--- src/design/ctts_pkg.sv ---
`default_nettype none

package ctts_pkg;

    // Default geometry of the oscillators.
    localparam int PHASE_BITS_DEF     = 24;
    localparam int SINE_ADDR_BITS_DEF = 10;

    // Configuration port.
    localparam int CFG_IDX_W  = 4;
    localparam int CFG_DATA_W = 24;
    localparam int CFG_GAIN_W = 16;

    localparam logic [CFG_IDX_W-1:0] CFG_LOW_TONE_STEP  = 4'd0;
    localparam logic [CFG_IDX_W-1:0] CFG_HIGH_TONE_STEP = 4'd1;
    localparam logic [CFG_IDX_W-1:0] CFG_TREMOLO_STEP   = 4'd2;
    localparam logic [CFG_IDX_W-1:0] CFG_SAMPLE_COUNT   = 4'd3;
    localparam logic [CFG_IDX_W-1:0] CFG_WEIGHT_STEP    = 4'd4;
    localparam logic [CFG_IDX_W-1:0] CFG_TREMOLO_OFFSET = 4'd5;
    localparam logic [CFG_IDX_W-1:0] CFG_TREMOLO_DEPTH  = 4'd6;
    localparam logic [CFG_IDX_W-1:0] CFG_OUTPUT_GAIN    = 4'd7;

    typedef struct packed {
        logic [CFG_DATA_W-1:0] low_tone_step;
        logic [CFG_DATA_W-1:0] high_tone_step;
        logic [CFG_DATA_W-1:0] tremolo_step;
        logic [CFG_DATA_W-1:0] sample_count;
        logic [CFG_DATA_W-1:0] weight_step;
        logic [CFG_GAIN_W-1:0] tremolo_offset;
        logic [CFG_GAIN_W-1:0] tremolo_depth;
        logic [CFG_GAIN_W-1:0] output_gain;
    } t_cfg;

    localparam t_cfg CFG_RESET = '{
        low_tone_step:  24'd152176,
        high_tone_step: 24'd608703,
        tremolo_step:   24'd3044,
        sample_count:   24'd220500,
        weight_step:    24'd76,
        tremolo_offset: 16'd39322,
        tremolo_depth:  16'd19661,
        output_gain:    16'd24576
    };

    // Oscillator slots.
    localparam int OSC_COUNT = 3;
    localparam int OSC_W     = 2;
    localparam logic [OSC_W-1:0] OSC_LOW  = 2'd0;
    localparam logic [OSC_W-1:0] OSC_HIGH = 2'd1;
    localparam logic [OSC_W-1:0] OSC_TREM = 2'd2;

    // Crossfade weight (Q0.24 with room for one) and sample index.
    localparam int WEIGHT_W = 25;
    localparam logic [WEIGHT_W-1:0] WEIGHT_ONE = 25'h100_0000;
    localparam int INDEX_W = 24;

    // Quarter-wave polynomial, Q16.
    localparam logic [16:0] Z_ONE  = 17'h1_0000;
    localparam logic [16:0] SIN_C1 = 17'd102944;
    localparam logic [15:0] SIN_C3 = 16'd42334;
    localparam logic [12:0] SIN_C5 = 13'd5209;

    // Digit-serial multiplier geometry.
    localparam int MUL_A_W     = 26;
    localparam int MUL_B_W     = 20;
    localparam int DIGIT_W     = 4;
    localparam int MUL_DIGITS  = MUL_B_W / DIGIT_W;
    localparam int MUL_CNT_W   = $clog2(MUL_DIGITS);
    localparam int MUL_P_W     = MUL_A_W + MUL_B_W;
    localparam int MUL_SUM_W   = MUL_A_W + DIGIT_W + 1;

    // Output sample.
    localparam int SAMPLE_W = 8;
    localparam logic [SAMPLE_W-1:0] SAMPLE_ZERO = 8'd128;
    localparam logic [SAMPLE_W-1:0] SAMPLE_MAX  = 8'd255;

    typedef struct packed {
        logic [SAMPLE_W-1:0] sample;
        logic                final_sample;
        logic                finished;
    } t_result;

    typedef enum logic [3:0] {
        SQ_IDLE,
        SQ_CHECK,
        SQ_Z2,
        SQ_C5,
        SQ_T,
        SQ_S,
        SQ_MIX,
        SQ_ENV,
        SQ_Y1,
        SQ_Y2,
        SQ_DONE
    } t_seq_state;

endpackage

`default_nettype wire

--- src/design/crossfade_tremolo_tone_synth_top.sv ---
// Two-tone crossfade synthesizer with tremolo, one unsigned 8-bit sample per tick.
//
// Input channel: i_in_valid / o_in_stall with i_restart. Each transfer is one tick;
// i_restart clears phases, crossfade weight and sample index before that tick.
// Output channel: o_out_valid / i_out_stall with o_sample, o_final_sample and
// o_finished, exactly one result per tick, in order.
// Configuration: i_cfg_valid / o_cfg_ready with i_cfg_index and i_cfg_data; write
// only while no tick is in flight. Unknown indexes are dropped.
//
// All products go through one radix-16 digit-serial multiplier: each is launched,
// worked through five digits and captured, sixteen products per sample. A new tick
// is taken only once the previous one has left the sequencer. Once the sweep is over
// a tick skips the multiplier and goes straight from the check to its result.
// A finished result waits in the output register while the next tick is computed;
// if that register is still held by i_out_stall the next result waits in the
// sequencer and no further tick is taken.
// Reset (i_rst_n low, synchronous) reloads the default registers, clears all
// oscillator state and drops any pending result.
`default_nettype none

module crossfade_tremolo_tone_synth_top #(
    parameter int PHASE_BITS     = ctts_pkg::PHASE_BITS_DEF,
    parameter int SINE_ADDR_BITS = ctts_pkg::SINE_ADDR_BITS_DEF
) (
    input  wire logic                            i_clk,
    input  wire logic                            i_rst_n,
    input  wire logic                            i_in_valid,
    output logic                                 o_in_stall,
    input  wire logic                            i_restart,
    output logic                                 o_out_valid,
    input  wire logic                            i_out_stall,
    output logic [ctts_pkg::SAMPLE_W-1:0]        o_sample,
    output logic                                 o_final_sample,
    output logic                                 o_finished,
    input  wire logic                            i_cfg_valid,
    output logic                                 o_cfg_ready,
    input  wire logic [ctts_pkg::CFG_IDX_W-1:0]  i_cfg_index,
    input  wire logic [ctts_pkg::CFG_DATA_W-1:0] i_cfg_data
);
    import ctts_pkg::*;

    t_cfg    w_cfg;
    logic [OSC_COUNT-1:0][PHASE_BITS-1:0] w_phases;
    logic [WEIGHT_W-1:0] w_weight;
    logic [INDEX_W-1:0]  w_index;
    logic    w_seq_idle;
    logic    w_res_valid;
    logic    w_advance;
    t_result w_res;
    logic    w_in_accept;
    logic    w_take;
    logic    r_out_valid, n_out_valid;
    t_result r_out;

    assign o_in_stall  = !w_seq_idle || !i_rst_n;
    assign o_cfg_ready = i_rst_n;
    assign w_in_accept = i_in_valid && !o_in_stall;

    ctts_cfg_regs u_cfg (
        .i_clk   (i_clk),
        .i_rst_n (i_rst_n),
        .i_we    (i_cfg_valid && o_cfg_ready),
        .i_index (i_cfg_index),
        .i_data  (i_cfg_data),
        .o_cfg   (w_cfg)
    );

    ctts_osc_state #(
        .PHASE_BITS (PHASE_BITS)
    ) u_osc (
        .i_clk     (i_clk),
        .i_rst_n   (i_rst_n),
        .i_clear   (w_in_accept && i_restart),
        .i_advance (w_advance),
        .i_cfg     (w_cfg),
        .o_phases  (w_phases),
        .o_weight  (w_weight),
        .o_index   (w_index)
    );

    ctts_seq #(
        .PHASE_BITS     (PHASE_BITS),
        .SINE_ADDR_BITS (SINE_ADDR_BITS)
    ) u_seq (
        .i_clk       (i_clk),
        .i_rst_n     (i_rst_n),
        .i_start     (w_in_accept),
        .i_take      (w_take),
        .i_cfg       (w_cfg),
        .i_phases    (w_phases),
        .i_weight    (w_weight),
        .i_index     (w_index),
        .o_idle      (w_seq_idle),
        .o_res_valid (w_res_valid),
        .o_advance   (w_advance),
        .o_res       (w_res)
    );

    // The output register takes a new result when empty or when its current
    // one transfers in the same cycle.
    assign w_take      = w_res_valid && (!r_out_valid || !i_out_stall);
    assign n_out_valid = w_take || (r_out_valid && i_out_stall);

    always_ff @(posedge i_clk) begin
        if (!i_rst_n) begin
            r_out_valid <= 1'b0;
        end else begin
            r_out_valid <= n_out_valid;
        end
    end

    always_ff @(posedge i_clk) begin
        if (w_take) begin
            r_out <= w_res;
        end
    end

    assign o_out_valid    = r_out_valid;
    assign o_sample       = r_out.sample;
    assign o_final_sample = r_out.final_sample;
    assign o_finished     = r_out.finished;

endmodule

`default_nettype wire

--- src/design/ctts_cfg_regs.sv ---
`default_nettype none

module ctts_cfg_regs (
    input  wire logic                           i_clk,
    input  wire logic                           i_rst_n,
    input  wire logic                           i_we,
    input  wire logic [ctts_pkg::CFG_IDX_W-1:0] i_index,
    input  wire logic [ctts_pkg::CFG_DATA_W-1:0] i_data,
    output ctts_pkg::t_cfg                      o_cfg
);
    import ctts_pkg::*;

    t_cfg r_cfg;
    t_cfg n_cfg;

    always_comb begin
        n_cfg = r_cfg;
        if (i_we) begin
            case (i_index)
                CFG_LOW_TONE_STEP:  n_cfg.low_tone_step  = i_data;
                CFG_HIGH_TONE_STEP: n_cfg.high_tone_step = i_data;
                CFG_TREMOLO_STEP:   n_cfg.tremolo_step   = i_data;
                CFG_SAMPLE_COUNT:   n_cfg.sample_count   = i_data;
                CFG_WEIGHT_STEP:    n_cfg.weight_step    = i_data;
                CFG_TREMOLO_OFFSET: n_cfg.tremolo_offset = i_data[CFG_GAIN_W-1:0];
                CFG_TREMOLO_DEPTH:  n_cfg.tremolo_depth  = i_data[CFG_GAIN_W-1:0];
                CFG_OUTPUT_GAIN:    n_cfg.output_gain    = i_data[CFG_GAIN_W-1:0];
                default: ;
            endcase
        end
    end

    always_ff @(posedge i_clk) begin
        if (!i_rst_n) begin
            r_cfg <= CFG_RESET;
        end else begin
            r_cfg <= n_cfg;
        end
    end

    assign o_cfg = r_cfg;

endmodule

`default_nettype wire

--- src/design/ctts_osc_state.sv ---
`default_nettype none

module ctts_osc_state #(
    parameter int PHASE_BITS = ctts_pkg::PHASE_BITS_DEF
) (
    input  wire logic                        i_clk,
    input  wire logic                        i_rst_n,
    input  wire logic                        i_clear,
    input  wire logic                        i_advance,
    input  ctts_pkg::t_cfg                   i_cfg,
    output logic [ctts_pkg::OSC_COUNT-1:0][PHASE_BITS-1:0] o_phases,
    output logic [ctts_pkg::WEIGHT_W-1:0]   o_weight,
    output logic [ctts_pkg::INDEX_W-1:0]    o_index
);
    import ctts_pkg::*;

    localparam int WSUM_W = WEIGHT_W + 1;

    logic [OSC_COUNT-1:0][PHASE_BITS-1:0] r_phase, n_phase;
    logic [OSC_COUNT-1:0][PHASE_BITS-1:0] w_step;
    logic [WEIGHT_W-1:0] r_weight, n_weight;
    logic [INDEX_W-1:0]  r_index, n_index;
    logic [WSUM_W-1:0]   w_wsum;

    // Steps are zero-extended or cut to the phase width, so phases wrap there.
    assign w_step[OSC_LOW]  = PHASE_BITS'(i_cfg.low_tone_step);
    assign w_step[OSC_HIGH] = PHASE_BITS'(i_cfg.high_tone_step);
    assign w_step[OSC_TREM] = PHASE_BITS'(i_cfg.tremolo_step);

    assign w_wsum = {1'b0, r_weight} + WSUM_W'(i_cfg.weight_step);

    always_comb begin
        n_phase  = r_phase;
        n_weight = r_weight;
        n_index  = r_index;
        if (i_clear) begin
            n_phase  = '0;
            n_weight = '0;
            n_index  = '0;
        end else if (i_advance) begin
            for (int k = 0; k < OSC_COUNT; k++) begin
                n_phase[k] = r_phase[k] + w_step[k];
            end
            n_weight = (w_wsum > {1'b0, WEIGHT_ONE}) ? WEIGHT_ONE : w_wsum[WEIGHT_W-1:0];
            n_index  = r_index + INDEX_W'(1);
        end
    end

    always_ff @(posedge i_clk) begin
        if (!i_rst_n) begin
            r_phase  <= '0;
            r_weight <= '0;
            r_index  <= '0;
        end else begin
            r_phase  <= n_phase;
            r_weight <= n_weight;
            r_index  <= n_index;
        end
    end

    assign o_phases = r_phase;
    assign o_weight = r_weight;
    assign o_index  = r_index;

endmodule

`default_nettype wire

--- src/design/ctts_serial_mult.sv ---
`default_nettype none

module ctts_serial_mult (
    input  wire logic                               i_clk,
    input  wire logic                               i_rst_n,
    input  wire logic                               i_start,
    input  wire logic signed [ctts_pkg::MUL_A_W-1:0] i_a,
    input  wire logic signed [ctts_pkg::MUL_B_W-1:0] i_b,
    output logic                                    o_done,
    output logic signed [ctts_pkg::MUL_P_W-1:0]     o_product
);
    import ctts_pkg::*;

    localparam logic [MUL_CNT_W-1:0] CNT_LAST = MUL_CNT_W'(MUL_DIGITS - 1);

    logic                         r_run, n_run;
    logic                         r_done, n_done;
    logic [MUL_CNT_W-1:0]         r_cnt;
    logic signed [MUL_A_W-1:0]    r_a;
    logic [MUL_B_W-1:0]           r_b;
    logic signed [MUL_A_W:0]      r_hi;
    logic [MUL_B_W-1:0]           r_lo;

    logic                         w_last;
    logic signed [DIGIT_W:0]      w_digit;
    logic signed [MUL_SUM_W-1:0]  w_pp;
    logic signed [MUL_SUM_W-1:0]  w_sum;

    // The multiplier operand goes out one radix-16 digit per cycle, least
    // significant first. Its top digit carries the sign, so it is taken as
    // a signed digit and the others as unsigned ones.
    assign w_last  = (r_cnt == CNT_LAST);
    assign w_digit = w_last ? $signed({r_b[DIGIT_W-1], r_b[DIGIT_W-1:0]})
                            : $signed({1'b0, r_b[DIGIT_W-1:0]});
    assign w_pp    = MUL_SUM_W'(r_a) * MUL_SUM_W'(w_digit);
    assign w_sum   = MUL_SUM_W'(r_hi) + w_pp;

    always_comb begin
        n_run  = r_run;
        n_done = 1'b0;
        if (i_start) begin
            n_run = 1'b1;
        end else if (r_run && w_last) begin
            n_run  = 1'b0;
            n_done = 1'b1;
        end
    end

    always_ff @(posedge i_clk) begin
        if (!i_rst_n) begin
            r_run  <= 1'b0;
            r_done <= 1'b0;
        end else begin
            r_run  <= n_run;
            r_done <= n_done;
        end
    end

    always_ff @(posedge i_clk) begin
        if (i_start) begin
            r_a   <= i_a;
            r_b   <= i_b;
            r_hi  <= '0;
            r_cnt <= '0;
        end else if (r_run) begin
            // Low digits of the running sum are final and drop into r_lo.
            r_hi  <= w_sum[MUL_SUM_W-1:DIGIT_W];
            r_lo  <= {w_sum[DIGIT_W-1:0], r_lo[MUL_B_W-1:DIGIT_W]};
            r_b   <= r_b >> DIGIT_W;
            r_cnt <= r_cnt + MUL_CNT_W'(1);
        end
    end

    assign o_done    = r_done;
    assign o_product = {r_hi[MUL_A_W-1:0], r_lo};

endmodule

`default_nettype wire

--- src/design/ctts_seq.sv ---
`default_nettype none

module ctts_seq #(
    parameter int PHASE_BITS     = ctts_pkg::PHASE_BITS_DEF,
    parameter int SINE_ADDR_BITS = ctts_pkg::SINE_ADDR_BITS_DEF
) (
    input  wire logic                      i_clk,
    input  wire logic                      i_rst_n,
    input  wire logic                      i_start,
    input  wire logic                      i_take,
    input  ctts_pkg::t_cfg                 i_cfg,
    input  wire logic [ctts_pkg::OSC_COUNT-1:0][PHASE_BITS-1:0] i_phases,
    input  wire logic [ctts_pkg::WEIGHT_W-1:0] i_weight,
    input  wire logic [ctts_pkg::INDEX_W-1:0]  i_index,
    output logic                           o_idle,
    output logic                           o_res_valid,
    output logic                           o_advance,
    output ctts_pkg::t_result              o_res
);
    import ctts_pkg::*;

    t_seq_state            r_state, n_state;
    logic [OSC_W-1:0]      r_osc, n_osc;
    logic                  r_issued, n_issued;

    logic                  w_is_mul;
    logic                  w_mul_start;
    logic                  w_mul_done;
    logic signed [MUL_A_W-1:0] w_mul_a;
    logic signed [MUL_B_W-1:0] w_mul_b;
    logic signed [MUL_P_W-1:0] w_prod;

    // Sine lookup address of the oscillator being worked on.
    logic [PHASE_BITS-1:0]     w_phase;
    logic [SINE_ADDR_BITS-1:0] w_addr;
    logic [1:0]                w_quad;
    logic [15:0]               w_z_base;
    logic [16:0]               w_z;

    logic [16:0]               r_z2;
    logic [15:0]               r_t1;
    logic [16:0]               r_t2;
    logic signed [15:0]        r_sine [OSC_COUNT];
    logic signed [15:0]        r_mix;
    logic signed [17:0]        r_env;
    logic signed [17:0]        r_y1;
    t_result                   r_res;

    logic [14:0]               w_s_mag;
    logic signed [15:0]        w_sine;
    logic signed [16:0]        w_diff;
    logic signed [17:0]        w_mix_sum;
    logic signed [17:0]        w_env;
    logic signed [18:0]        w_y2;
    logic signed [26:0]        w_y127;
    logic signed [12:0]        w_v;
    logic [SAMPLE_W-1:0]       w_sample;
    logic                      w_finished;
    logic                      w_final;

    assign w_phase  = i_phases[r_osc];
    assign w_addr   = w_phase[PHASE_BITS-1 -: SINE_ADDR_BITS];
    assign w_quad   = w_addr[SINE_ADDR_BITS-1 -: 2];
    assign w_z_base = {w_addr[SINE_ADDR_BITS-3:0], {(18 - SINE_ADDR_BITS){1'b0}}};
    // Second and fourth quadrants run the quarter wave backwards.
    assign w_z      = w_quad[0] ? (Z_ONE - {1'b0, w_z_base}) : {1'b0, w_z_base};

    assign w_finished = (i_index >= i_cfg.sample_count);
    assign w_final    = ((i_index + INDEX_W'(1)) == i_cfg.sample_count);

    // Bring the quarter wave to Q1.15 and cap it just below one.
    assign w_s_mag = w_prod[32] ? 15'h7FFF : w_prod[31:17];
    assign w_sine  = w_quad[1] ? -$signed({1'b0, w_s_mag}) : $signed({1'b0, w_s_mag});

    // The blend is low + w*(high - low), which floors the same as the
    // weighted sum of both tones.
    assign w_diff    = 17'(r_sine[OSC_HIGH]) - 17'(r_sine[OSC_LOW]);
    assign w_mix_sum = $signed(w_prod[41:24]) + 18'(r_sine[OSC_LOW]);
    assign w_env     = $signed({2'b00, i_cfg.tremolo_offset}) + $signed(w_prod[32:15]);
    assign w_y2      = $signed(w_prod[32:14]);
    assign w_y127    = (27'(w_y2) <<< 7) - 27'(w_y2);
    assign w_v       = 13'($signed(w_y127[26:15])) + 13'sd128;

    always_comb begin
        if (w_v < 13'sd0) begin
            w_sample = '0;
        end else if (w_v > 13'sd255) begin
            w_sample = SAMPLE_MAX;
        end else begin
            w_sample = w_v[SAMPLE_W-1:0];
        end
    end

    ctts_serial_mult u_mult (
        .i_clk     (i_clk),
        .i_rst_n   (i_rst_n),
        .i_start   (w_mul_start),
        .i_a       (w_mul_a),
        .i_b       (w_mul_b),
        .o_done    (w_mul_done),
        .o_product (w_prod)
    );

    // Next state.
    always_comb begin
        n_state = r_state;
        case (r_state)
            SQ_IDLE:  if (i_start) n_state = SQ_CHECK;
            SQ_CHECK: n_state = w_finished ? SQ_DONE : SQ_Z2;
            SQ_Z2:    if (w_mul_done) n_state = SQ_C5;
            SQ_C5:    if (w_mul_done) n_state = SQ_T;
            SQ_T:     if (w_mul_done) n_state = SQ_S;
            SQ_S:     if (w_mul_done) n_state = (r_osc == OSC_TREM) ? SQ_MIX : SQ_Z2;
            SQ_MIX:   if (w_mul_done) n_state = SQ_ENV;
            SQ_ENV:   if (w_mul_done) n_state = SQ_Y1;
            SQ_Y1:    if (w_mul_done) n_state = SQ_Y2;
            SQ_Y2:    if (w_mul_done) n_state = SQ_DONE;
            SQ_DONE:  if (i_take) n_state = SQ_IDLE;
            default:  n_state = SQ_IDLE;
        endcase
    end

    // Oscillator counter and launch flag.
    always_comb begin
        n_osc    = r_osc;
        n_issued = r_issued;
        if (r_state == SQ_CHECK) begin
            n_osc = OSC_LOW;
        end else if (r_state == SQ_S && w_mul_done) begin
            n_osc = r_osc + OSC_W'(1);
        end
        if (w_mul_done) begin
            n_issued = 1'b0;
        end else if (w_mul_start) begin
            n_issued = 1'b1;
        end
    end

    // Outputs: multiplier operands and handshake toward the top level.
    always_comb begin
        w_is_mul = 1'b1;
        w_mul_a  = '0;
        w_mul_b  = '0;
        case (r_state)
            SQ_Z2: begin
                w_mul_a = MUL_A_W'(w_z);
                w_mul_b = MUL_B_W'(w_z);
            end
            SQ_C5: begin
                w_mul_a = MUL_A_W'(SIN_C5);
                w_mul_b = MUL_B_W'(r_z2);
            end
            SQ_T: begin
                w_mul_a = MUL_A_W'(r_t1);
                w_mul_b = MUL_B_W'(r_z2);
            end
            SQ_S: begin
                w_mul_a = MUL_A_W'(r_t2);
                w_mul_b = MUL_B_W'(w_z);
            end
            SQ_MIX: begin
                w_mul_a = MUL_A_W'(i_weight);
                w_mul_b = MUL_B_W'(w_diff);
            end
            SQ_ENV: begin
                w_mul_a = MUL_A_W'(i_cfg.tremolo_depth);
                w_mul_b = MUL_B_W'(r_sine[OSC_TREM]);
            end
            SQ_Y1: begin
                w_mul_a = MUL_A_W'(r_env);
                w_mul_b = MUL_B_W'(r_mix);
            end
            SQ_Y2: begin
                w_mul_a = MUL_A_W'(r_y1);
                w_mul_b = MUL_B_W'(i_cfg.output_gain);
            end
            default: w_is_mul = 1'b0;
        endcase
        w_mul_start = w_is_mul && !r_issued;
        o_idle      = (r_state == SQ_IDLE);
        o_res_valid = (r_state == SQ_DONE);
        o_advance   = o_res_valid && i_take && !r_res.finished;
    end

    always_ff @(posedge i_clk) begin
        if (!i_rst_n) begin
            r_state  <= SQ_IDLE;
            r_osc    <= OSC_LOW;
            r_issued <= 1'b0;
        end else begin
            r_state  <= n_state;
            r_osc    <= n_osc;
            r_issued <= n_issued;
        end
    end

    // Each product is floored to its fixed-point format as it is captured.
    always_ff @(posedge i_clk) begin
        if (r_state == SQ_CHECK && w_finished) begin
            r_res <= '{sample: SAMPLE_ZERO, final_sample: 1'b0, finished: 1'b1};
        end
        if (w_mul_done) begin
            case (r_state)
                SQ_Z2:  r_z2 <= w_prod[32:16];
                SQ_C5:  r_t1 <= SIN_C3 - {3'b000, w_prod[28:16]};
                SQ_T:   r_t2 <= SIN_C1 - {1'b0, w_prod[31:16]};
                SQ_S:   r_sine[r_osc] <= w_sine;
                SQ_MIX: r_mix <= w_mix_sum[15:0];
                SQ_ENV: r_env <= w_env;
                SQ_Y1:  r_y1 <= $signed(w_prod[33:16]);
                SQ_Y2:  r_res <= '{sample: w_sample, final_sample: w_final, finished: 1'b0};
                default: ;
            endcase
        end
    end

    assign o_res = r_res;

endmodule

`default_nettype wire

--- config.mk ---
export PLATFORM = sky130hd
export DESIGN_NAME = crossfade_tremolo_tone_synth_top
export DESIGN_NICKNAME = d
export VERILOG_FILES = /design/src/design/ctts_pkg.sv /design/src/design/crossfade_tremolo_tone_synth_top.sv /design/src/design/ctts_cfg_regs.sv /design/src/design/ctts_osc_state.sv /design/src/design/ctts_serial_mult.sv /design/src/design/ctts_seq.sv
export SDC_FILE = /design/constraint.sdc
export NUM_CORES = 2
export LEC_CHECK = 0
export ABC_CLOCK_PERIOD_IN_PS = 6830
export BUFFER_PORTS_ARGS = -buffer_cell sky130_fd_sc_hd__buf_2
export CAP_MARGIN = 20
export CORE_ASPECT_RATIO = 1.4
export CORE_MARGIN = 5
export CORE_UTILIZATION = 40
export CTS_BUF_LIST = sky130_fd_sc_hd__clkbuf_2
export CTS_CLUSTER_DIAMETER = 200
export DETAILED_ROUTE_END_ITERATION = 10
export HOLD_SLACK_MARGIN = 0.05
export PLACE_DENSITY = 0.64
export SETUP_SLACK_MARGIN = 0.05
export SLEW_MARGIN = 40
export SYNTH_ARGS = -nofsm -noshare
export SYNTH_HDL_FRONTEND = slang
export SYNTH_SLANG_ARGS = --single-unit
--- constraint.sdc ---
create_clock -name i_clk -period 6.83 [get_ports i_clk]
set_input_delay 0.3415 -clock i_clk [delete_from_list [all_inputs] [get_ports i_clk]]
set_output_delay 0.3415 -clock i_clk [all_outputs]
set_load 0.1 [all_outputs]
-- Word level (Yosys, flattened, before mapping)
Memory sizes are Yosys's and may differ from the RTL's.
Cells that the tools add are included.
- register bits after elaboration: 517
- memory bits (writable): 48
- input bits: 34
- output and inout port bits: 13
- logic and storage cells: 176
- memories kept: 1
- add/sub/neg operators: 17
- $mul: 1
- magnitude comparators: 5
- eq/ne operators: 30
- mux-type cells: 36
- bitwise gates (word level): 2
- reductions and logical operators: 48
- memory list (name ; depth ; width ; read ports ; clocked after memory_dff ; wr ports ; line ; source):
    u_seq.r_sine ; 3 ; 16 ; 3 ; 0 ; 1 ; ctts_seq.sv:43 ; logic signed [15:0] r_sine [OSC_COUNT];
- operators with widths (operator ; number):
    $pmux W26 S8 ; 1
    $pmux W20 S6 ; 1
    $add A24 B24 Y24 ; 3
    $bmux W24 S2 ; 1
    $mux W4 ; 11
    $pmux W4 S11 ; 1
    $mux W20 ; 2
    $sub A17 B16 Y17 const A ; 2
    $eq A4 B3 Y1 const B ; 8
    $add A27 B31 Y31 ; 1
    $mul A26 B5 Y31 ; 1
    $mux W10 ; 3
    $reduce_and A2 Y1 ; 15
    $sub A26 B19 Y27 ; 1
    $add A25 B24 Y26 ; 1
    $gt A26 B25 Y1 const B ; 1
    $mux W25 ; 1
    $add A24 B1 Y24 const B ; 1
    $eq A24 B24 Y1 ; 1
    $ge A24 B24 Y1 ; 1
    $mux W24 ; 1
    $add A17 B18 Y18 ; 1
    $mux W17 ; 1
    $sub A16 B16 Y17 ; 1
    other kinds (31) ; 78

-- Depth between registers and ports, before layout
- depth after elaboration: 7
- gate-level depth with buffers: 22
- mapped depth without buffers: 21

-- Hierarchy
Synthesis repeated with hierarchy kept, for this count alone.
- cells, all modules: 3894
- area total of the unflattened synthesis: 36595.1 µm²
- modules (own cells, without submodules) (module ; times used ; cells an instance ; area an instance (µm²)):
    ctts_seq ; 1 ; 1271 ; 12171.7
    ctts_serial_mult ; 1 ; 918 ; 9075.0
    ctts_osc_state ; 1 ; 1056 ; 8790.9
    ctts_cfg_regs ; 1 ; 630 ; 6188.4
    crossfade_tremolo_tone_synth_top ; 1 ; 19 ; 369.1

-- Worst setup path before layout
No wires, ideal clock.
- path type: register to register
- start: reg u_seq.u_mult.r_b[3]
- end: reg u_seq.u_mult.r_hi[26]
- library setup time: 133 ps
- arrival time: 5424 ps
- data required time: 6697 ps
- slack: 1273 ps
- stages on the path, launching flop included: 20
- clock period less this slack: 5557 ps
- path through: edfxtp_1 > clkbuf_1 > nand3_1 > or2_2 > fa_1 > fa_1 > fa_1 > fa_1 > inv_1 > ha_1 > a21o_1 > a21o_1 > a211oi_1 > nor4b_1 > o21ai_1 > a21oi_1 > a2111oi_0 > a21oi_1 > xnor2_1 > a21oi_1
- word-level cells in the longest chain between the ends: 3
- RTL lines (element ; line ; source):
    start, declared ; ctts_serial_mult.sv:20 ; logic [MUL_B_W-1:0] r_b;
    start signal, assigned ; ctts_serial_mult.sv:62 ; r_b <= i_b;
    start signal, assigned ; ctts_serial_mult.sv:69 ; r_b <= r_b >> DIGIT_W;
    $mux W5 ; ctts_serial_mult.sv:33 ; assign w_digit = w_last ? $signed({r_b[DIGIT_W-1], r_b[DIGIT_W-1:0]})
    $mul A26 B5 Y31 ; ctts_serial_mult.sv:35 ; assign w_pp = MUL_SUM_W'(r_a) * MUL_SUM_W'(w_digit);
    $add A27 B31 Y31 ; ctts_serial_mult.sv:36 ; assign w_sum = MUL_SUM_W'(r_hi) + w_pp;
    end signal, assigned ; ctts_serial_mult.sv:67 ; r_hi <= w_sum[MUL_SUM_W-1:DIGIT_W];
    end, declared ; ctts_serial_mult.sv:21 ; logic signed [MUL_A_W:0] r_hi;
Every way passes these cells.
A chain may end at the register's enable or synchronous reset.

-- Worst setup path in the final report
- start: reg u_seq.u_mult.r_cnt[0]
- end: reg u_seq.u_mult.r_hi[26]
- word-level cells in the longest chain between the ends: 4
- RTL lines (element ; line ; source):
    start, declared ; ctts_serial_mult.sv:18 ; logic [MUL_CNT_W-1:0] r_cnt;
    start signal, assigned ; ctts_serial_mult.sv:70 ; r_cnt <= r_cnt + MUL_CNT_W'(1);
    $eq A3 B3 Y1 ; ctts_serial_mult.sv:32 ; assign w_last = (r_cnt == CNT_LAST);
    $mux W5 ; ctts_serial_mult.sv:33 ;
    $mul A26 B5 Y31 ; ctts_serial_mult.sv:35 ;
    $add A27 B31 Y31 ; ctts_serial_mult.sv:36 ;
Every way passes these cells.

==> impl_metrics.env <==
export IMPL_status="completed"
export IMPL_synthFlopType="dfxtp_1"
export IMPL_synth_top_family_by_area="simple AND/OR/NAND/NOR gates"
export IMPL_post_route_period_util_pct=91.8
export IMPL_root_buffer="clkbuf_2"
export IMPL_synth_mux_area_share_pct=1.31
export IMPL_hp_class="in -> reg"
export IMPL_r2r_slack_ns=0.56
export IMPL_hp_start="i_cfg_data[4]"
export IMPL_ff_latch_area_um2=13000
export IMPL_area_growth_pct=10.8
export IMPL_power_density_nw_per_um2=333
export IMPL_dr_first_iter_drc_count=2068
export IMPL_die_area_um2=92600
export IMPL_nFillCells=8486
export IMPL_tritoncts="yes"
export IMPL_vias=29200
export IMPL_fmax_mhz=159
export IMPL_cts_max_level=4
export IMPL_hpwl_mm=73.6
export IMPL_synth_distinct_cells=95
export IMPL_avgSynthCellArea_um2=8.82
export IMPL_setup_tns_ns=0
export IMPL_synthArstFlopShare_pct=0
export IMPL_critPathMaxFanout=3
export IMPL_tightest_slew_ns=0.950
export IMPL_antenna_found_initial=5
export IMPL_ff2ff_path_depth=20
export IMPL_cp_cell_sequence="inv_1, ha_1, nand3_1, or2_2, fa_1, fa_1, fa_1, fa_1, inv_1, ha_1, a21o_1, a21o_1, a211oi_1, nor4b_1, o21ai_1, a21oi_1, a2111oi_0, a21oi_1, xnor2_1, a21oi_1"
export IMPL_drive_gt1_share_pct=9.60
export IMPL_finalHoldViolations=0
export IMPL_cap_violations=0
export IMPL_multiInputGateArea_um2=19900
export IMPL_power_mw=12.8
export IMPL_syn_nets=4331
export IMPL_maxSlewViolCount=0
export IMPL_relSlewSlack_pct=36.4
export IMPL_synth_xor_area_share_pct=5.72
export IMPL_layout_nets=4494
export IMPL_die_h_um=358
export IMPL_initial_core_util_pct=40.3
export IMPL_track_usage_pct=22.2
export IMPL_cp_end_kind="flop"
export IMPL_io_buffers=46
export IMPL_ios=47
export IMPL_clock_skew_ns=0.126
export IMPL_cts_buffers=140
export IMPL_slowest_delay_ns=0.69
export IMPL_setup_violations=0
export IMPL_row_count=127
export IMPL_drtPass1Iterations=8
export IMPL_synth_edf_count=208
export IMPL_yosys_area_share_simple_pct=18.3
export IMPL_synth_fa_ha_area_share_pct=16.0
export IMPL_totalWireLength_mm=105
export IMPL_timing_rr_start="u_seq.u_mult.r_cnt[0]"
export IMPL_crit_top_cell="fa_1"
export IMPL_arrival_ns=7.49
export IMPL_grt_pass1_vias=28900
export IMPL_ant_nets=0
export IMPL_path_buf_inv=2
export IMPL_ys_ff_latch=547
export IMPL_worstPathRequired_ns=8.05
export IMPL_crit_type="reg -> reg"
export IMPL_synth_compound_area_share_pct=15.8
export IMPL_drt_wirelength_per_cell_um=19.7
export IMPL_yosys_warnings=0
export IMPL_path_clk_slew_ns=0.12
export IMPL_clockBufferDepth=3
export IMPL_core_um2=85800
export IMPL_reg2reg_to="u_seq.u_mult.r_hi[26]"
export IMPL_worst_hold_path_num_cells=5
export IMPL_insertion_delay_ns=1.41
export IMPL_start_kind="flop"
export IMPL_grt_pass1_wl_mm=161
export IMPL_die_x_um=259
export IMPL_rsz0062_at_grt="no"
export IMPL_vdd_drop_max_mv=0.178
export IMPL_path_delay_family="adder cells"
export IMPL_drc=0
export IMPL_critPathSlowestCell="a2111oi_0"
export IMPL_hold_end="u_cfg.o_cfg[52]"
export IMPL_synthCells=3924
export IMPL_netlist_area_um2=34600
export IMPL_routed_via_density=5.51
export IMPL_grt_max_degree=84
export IMPL_gr_total_overflow=0
export IMPL_finalCriticalPeriod_ns=6.27
export IMPL_gp_congestion=0.919
export IMPL_yosysSeqAreaShare_pct=37.7
export IMPL_cts_sinks=547
export IMPL_p_leak_nw=15.7
==> synth_stat cells (9+ instances only) <==
cell | count | area [um2]
nand2_1 | 668 | 2510
a21oi_1 | 349 | 1750
dfxtp_1 | 339 | 6790
inv_1 | 291 | 1090
ha_1 | 260 | 3250
nor2_1 | 259 | 972
edfxtp_1 | 208 | 6250
xnor2_1 | 144 | 1260
o21ai_0 | 143 | 716
clkbuf_1 | 138 | 518
fa_1 | 113 | 2260
and2_1 | 109 | 682
nand3_1 | 100 | 500
xor2_1 | 82 | 718
a21o_1 | 52 | 390
nor3_1 | 47 | 235
mux2i_1 | 42 | 420
o211ai_1 | 42 | 315
nand2b_1 | 35 | 219
o21ai_1 | 35 | 175
nor2b_1 | 31 | 194
or3_1 | 29 | 181
a211oi_1 | 28 | 210
a222oi_1 | 27 | 270
and3_1 | 27 | 169
o21a_1 | 22 | 165
nand4_1 | 18 | 113
a31oi_1 | 16 | 100
a41oi_1 | 14 | 123
nor4_1 | 13 | 81.3
o31ai_1 | 13 | 97.6
a22oi_1 | 12 | 90.1
nand3b_1 | 12 | 90.1
o21bai_1 | 12 | 90.1
a21boi_0 | 11 | 82.6
buf_4 | 11 | 82.6
o22ai_1 | 10 | 62.6
a211o_1 | 9 | 78.8
a22o_1 | 9 | 78.8
==> layout make-up <==
class,instances,area share [%]
Antenna cell,4,0.0261
Clock buffer,209,2.73
Clock inverter,45,0.982
Inverter,293,2.87
Multi-Input combinational cell,2914,51.8
Sequential cell,547,34.0
Tap cell,1096,3.58
Timing Repair Buffer,191,3.99
==> per-stage QoR <==
step / hold WS (ns) / util (%) / setup slack (ns) / instance area, um2 / instances
2_1_floorplan: 0.409 / - / 1.27 / 34600 / 3924
3_3_place_gp: 0.415 / 41.9 / 0.655 / 35900 / 4946
3_5_place_dp: 0.419 / 42.0 / 0.573 / 36000 / 4950
4_1_cts: 0.0877 / 44.6 / 0.528 / 38300 / 5287
5_1_grt: 0.0393 / 44.7 / 0.247 / 38300 / 5299
6_report: 0.189 / 44.7 / 0.557 / 38300 / 5299
==> worst max path at each step <==
| stage | start | to | depth (start not counted) |
|---|---|---|---|
| finish | u_seq.u_mult.r_cnt[0] | u_seq.u_mult.r_hi[26] | 20 |
| global route | u_seq.u_mult.r_cnt[0] | u_seq.u_mult.r_hi[26] | 20 |
| CTS | u_seq.u_mult.r_cnt[0] | u_seq.u_mult.r_hi[26] | 20 |
| detailed placement | u_seq.u_mult.r_cnt[0] | u_seq.u_mult.r_hi[26] | 20 |
| global placement | u_seq.u_mult.r_cnt[0] | u_seq.u_mult.r_hi[26] | 20 |
| floorplan | u_seq.u_mult.r_b[3] | u_seq.u_mult.r_hi[26] | 19 |
==> power by group <==
| group | switching [mW] | total [mW] | internal (mW) |
|---|---|---|---|
| combinational | 3.78 | 6.39 | 2.62 |
| sequential | 0.157 | 3.85 | 3.69 |
| clock | 1.48 | 2.54 | 1.06 |
| total | 5.41 | 12.8 | 7.36 |
==> timing repair <==
| item | in CTS | in global routing |
|---|---|---|
| gates resized for setup | 0 | 0 |
| buffers inserted | 0 | 0 |
| endpoints found under the hold margin | 284 | 12 |
| hold buffers | 83 | 6 |
==> cell usage in the layout, fill, tap and decap left out, types with 45 or more instances in the layout <==
cell	n
edfxtp_1	208
nor2_1	256
and2_1	106
xor2_1	82
ha_1	260
nand2_1	666
inv_1	290
dlygate4sd3_1	81
o21ai_0	142
a21oi_1	348
buf_4	49
fa_1	113
nand3_1	100
xnor2_1	142
a21o_1	52
dfxtp_1	339
clkbuf_2	209
buf_2	55
nor3_1	45
==> worst min-delay path, delay by kind of cell <==
kind / cells / cell delay, ns
AO/OA/AOI/OAI: 1 / 0.05
buffers and inverters: 3 / 1.00
AND/OR/NAND/NOR: 1 / 0.12
==> state kept, by name, summed over array words and instances (netlist names), 10 cells and up <==
register	flops
u_cfg.o_cfg	168
u_osc.o_index	24
u_osc.o_phases	72
u_osc.o_weight	25
u_seq.o_res	10
u_seq.r_env	18
u_seq.r_mix	16
u_seq.r_sine	48
u_seq.r_t1	14
u_seq.r_t2	17
u_seq.r_y1	18
u_seq.r_z2	17
u_seq.u_mult.r_a	26
u_seq.u_mult.r_b	18
u_seq.u_mult.r_hi	27
==> layer usage <==
layer	vias to the layer above	global-route usage [%]	part of all wire [%]
met5	-	0	0.0076
met4	2	14.0	6.9
met3	323	3.92	6.1
met2	945	38.5	48
met1	14000	25.4	39
li1	14000	-	-
==> cell families after synthesis <==
family                   after synthesis
multiplexers                          45
buffers and inverters                463
XOR/XNOR                             226
adder cells (fa/ha/maj)              374
AND/OR/NAND/NOR                     1396
AO/OA/AOI/OAI                        873
flip-flops                           547
(Power assumes the default switching activity.)
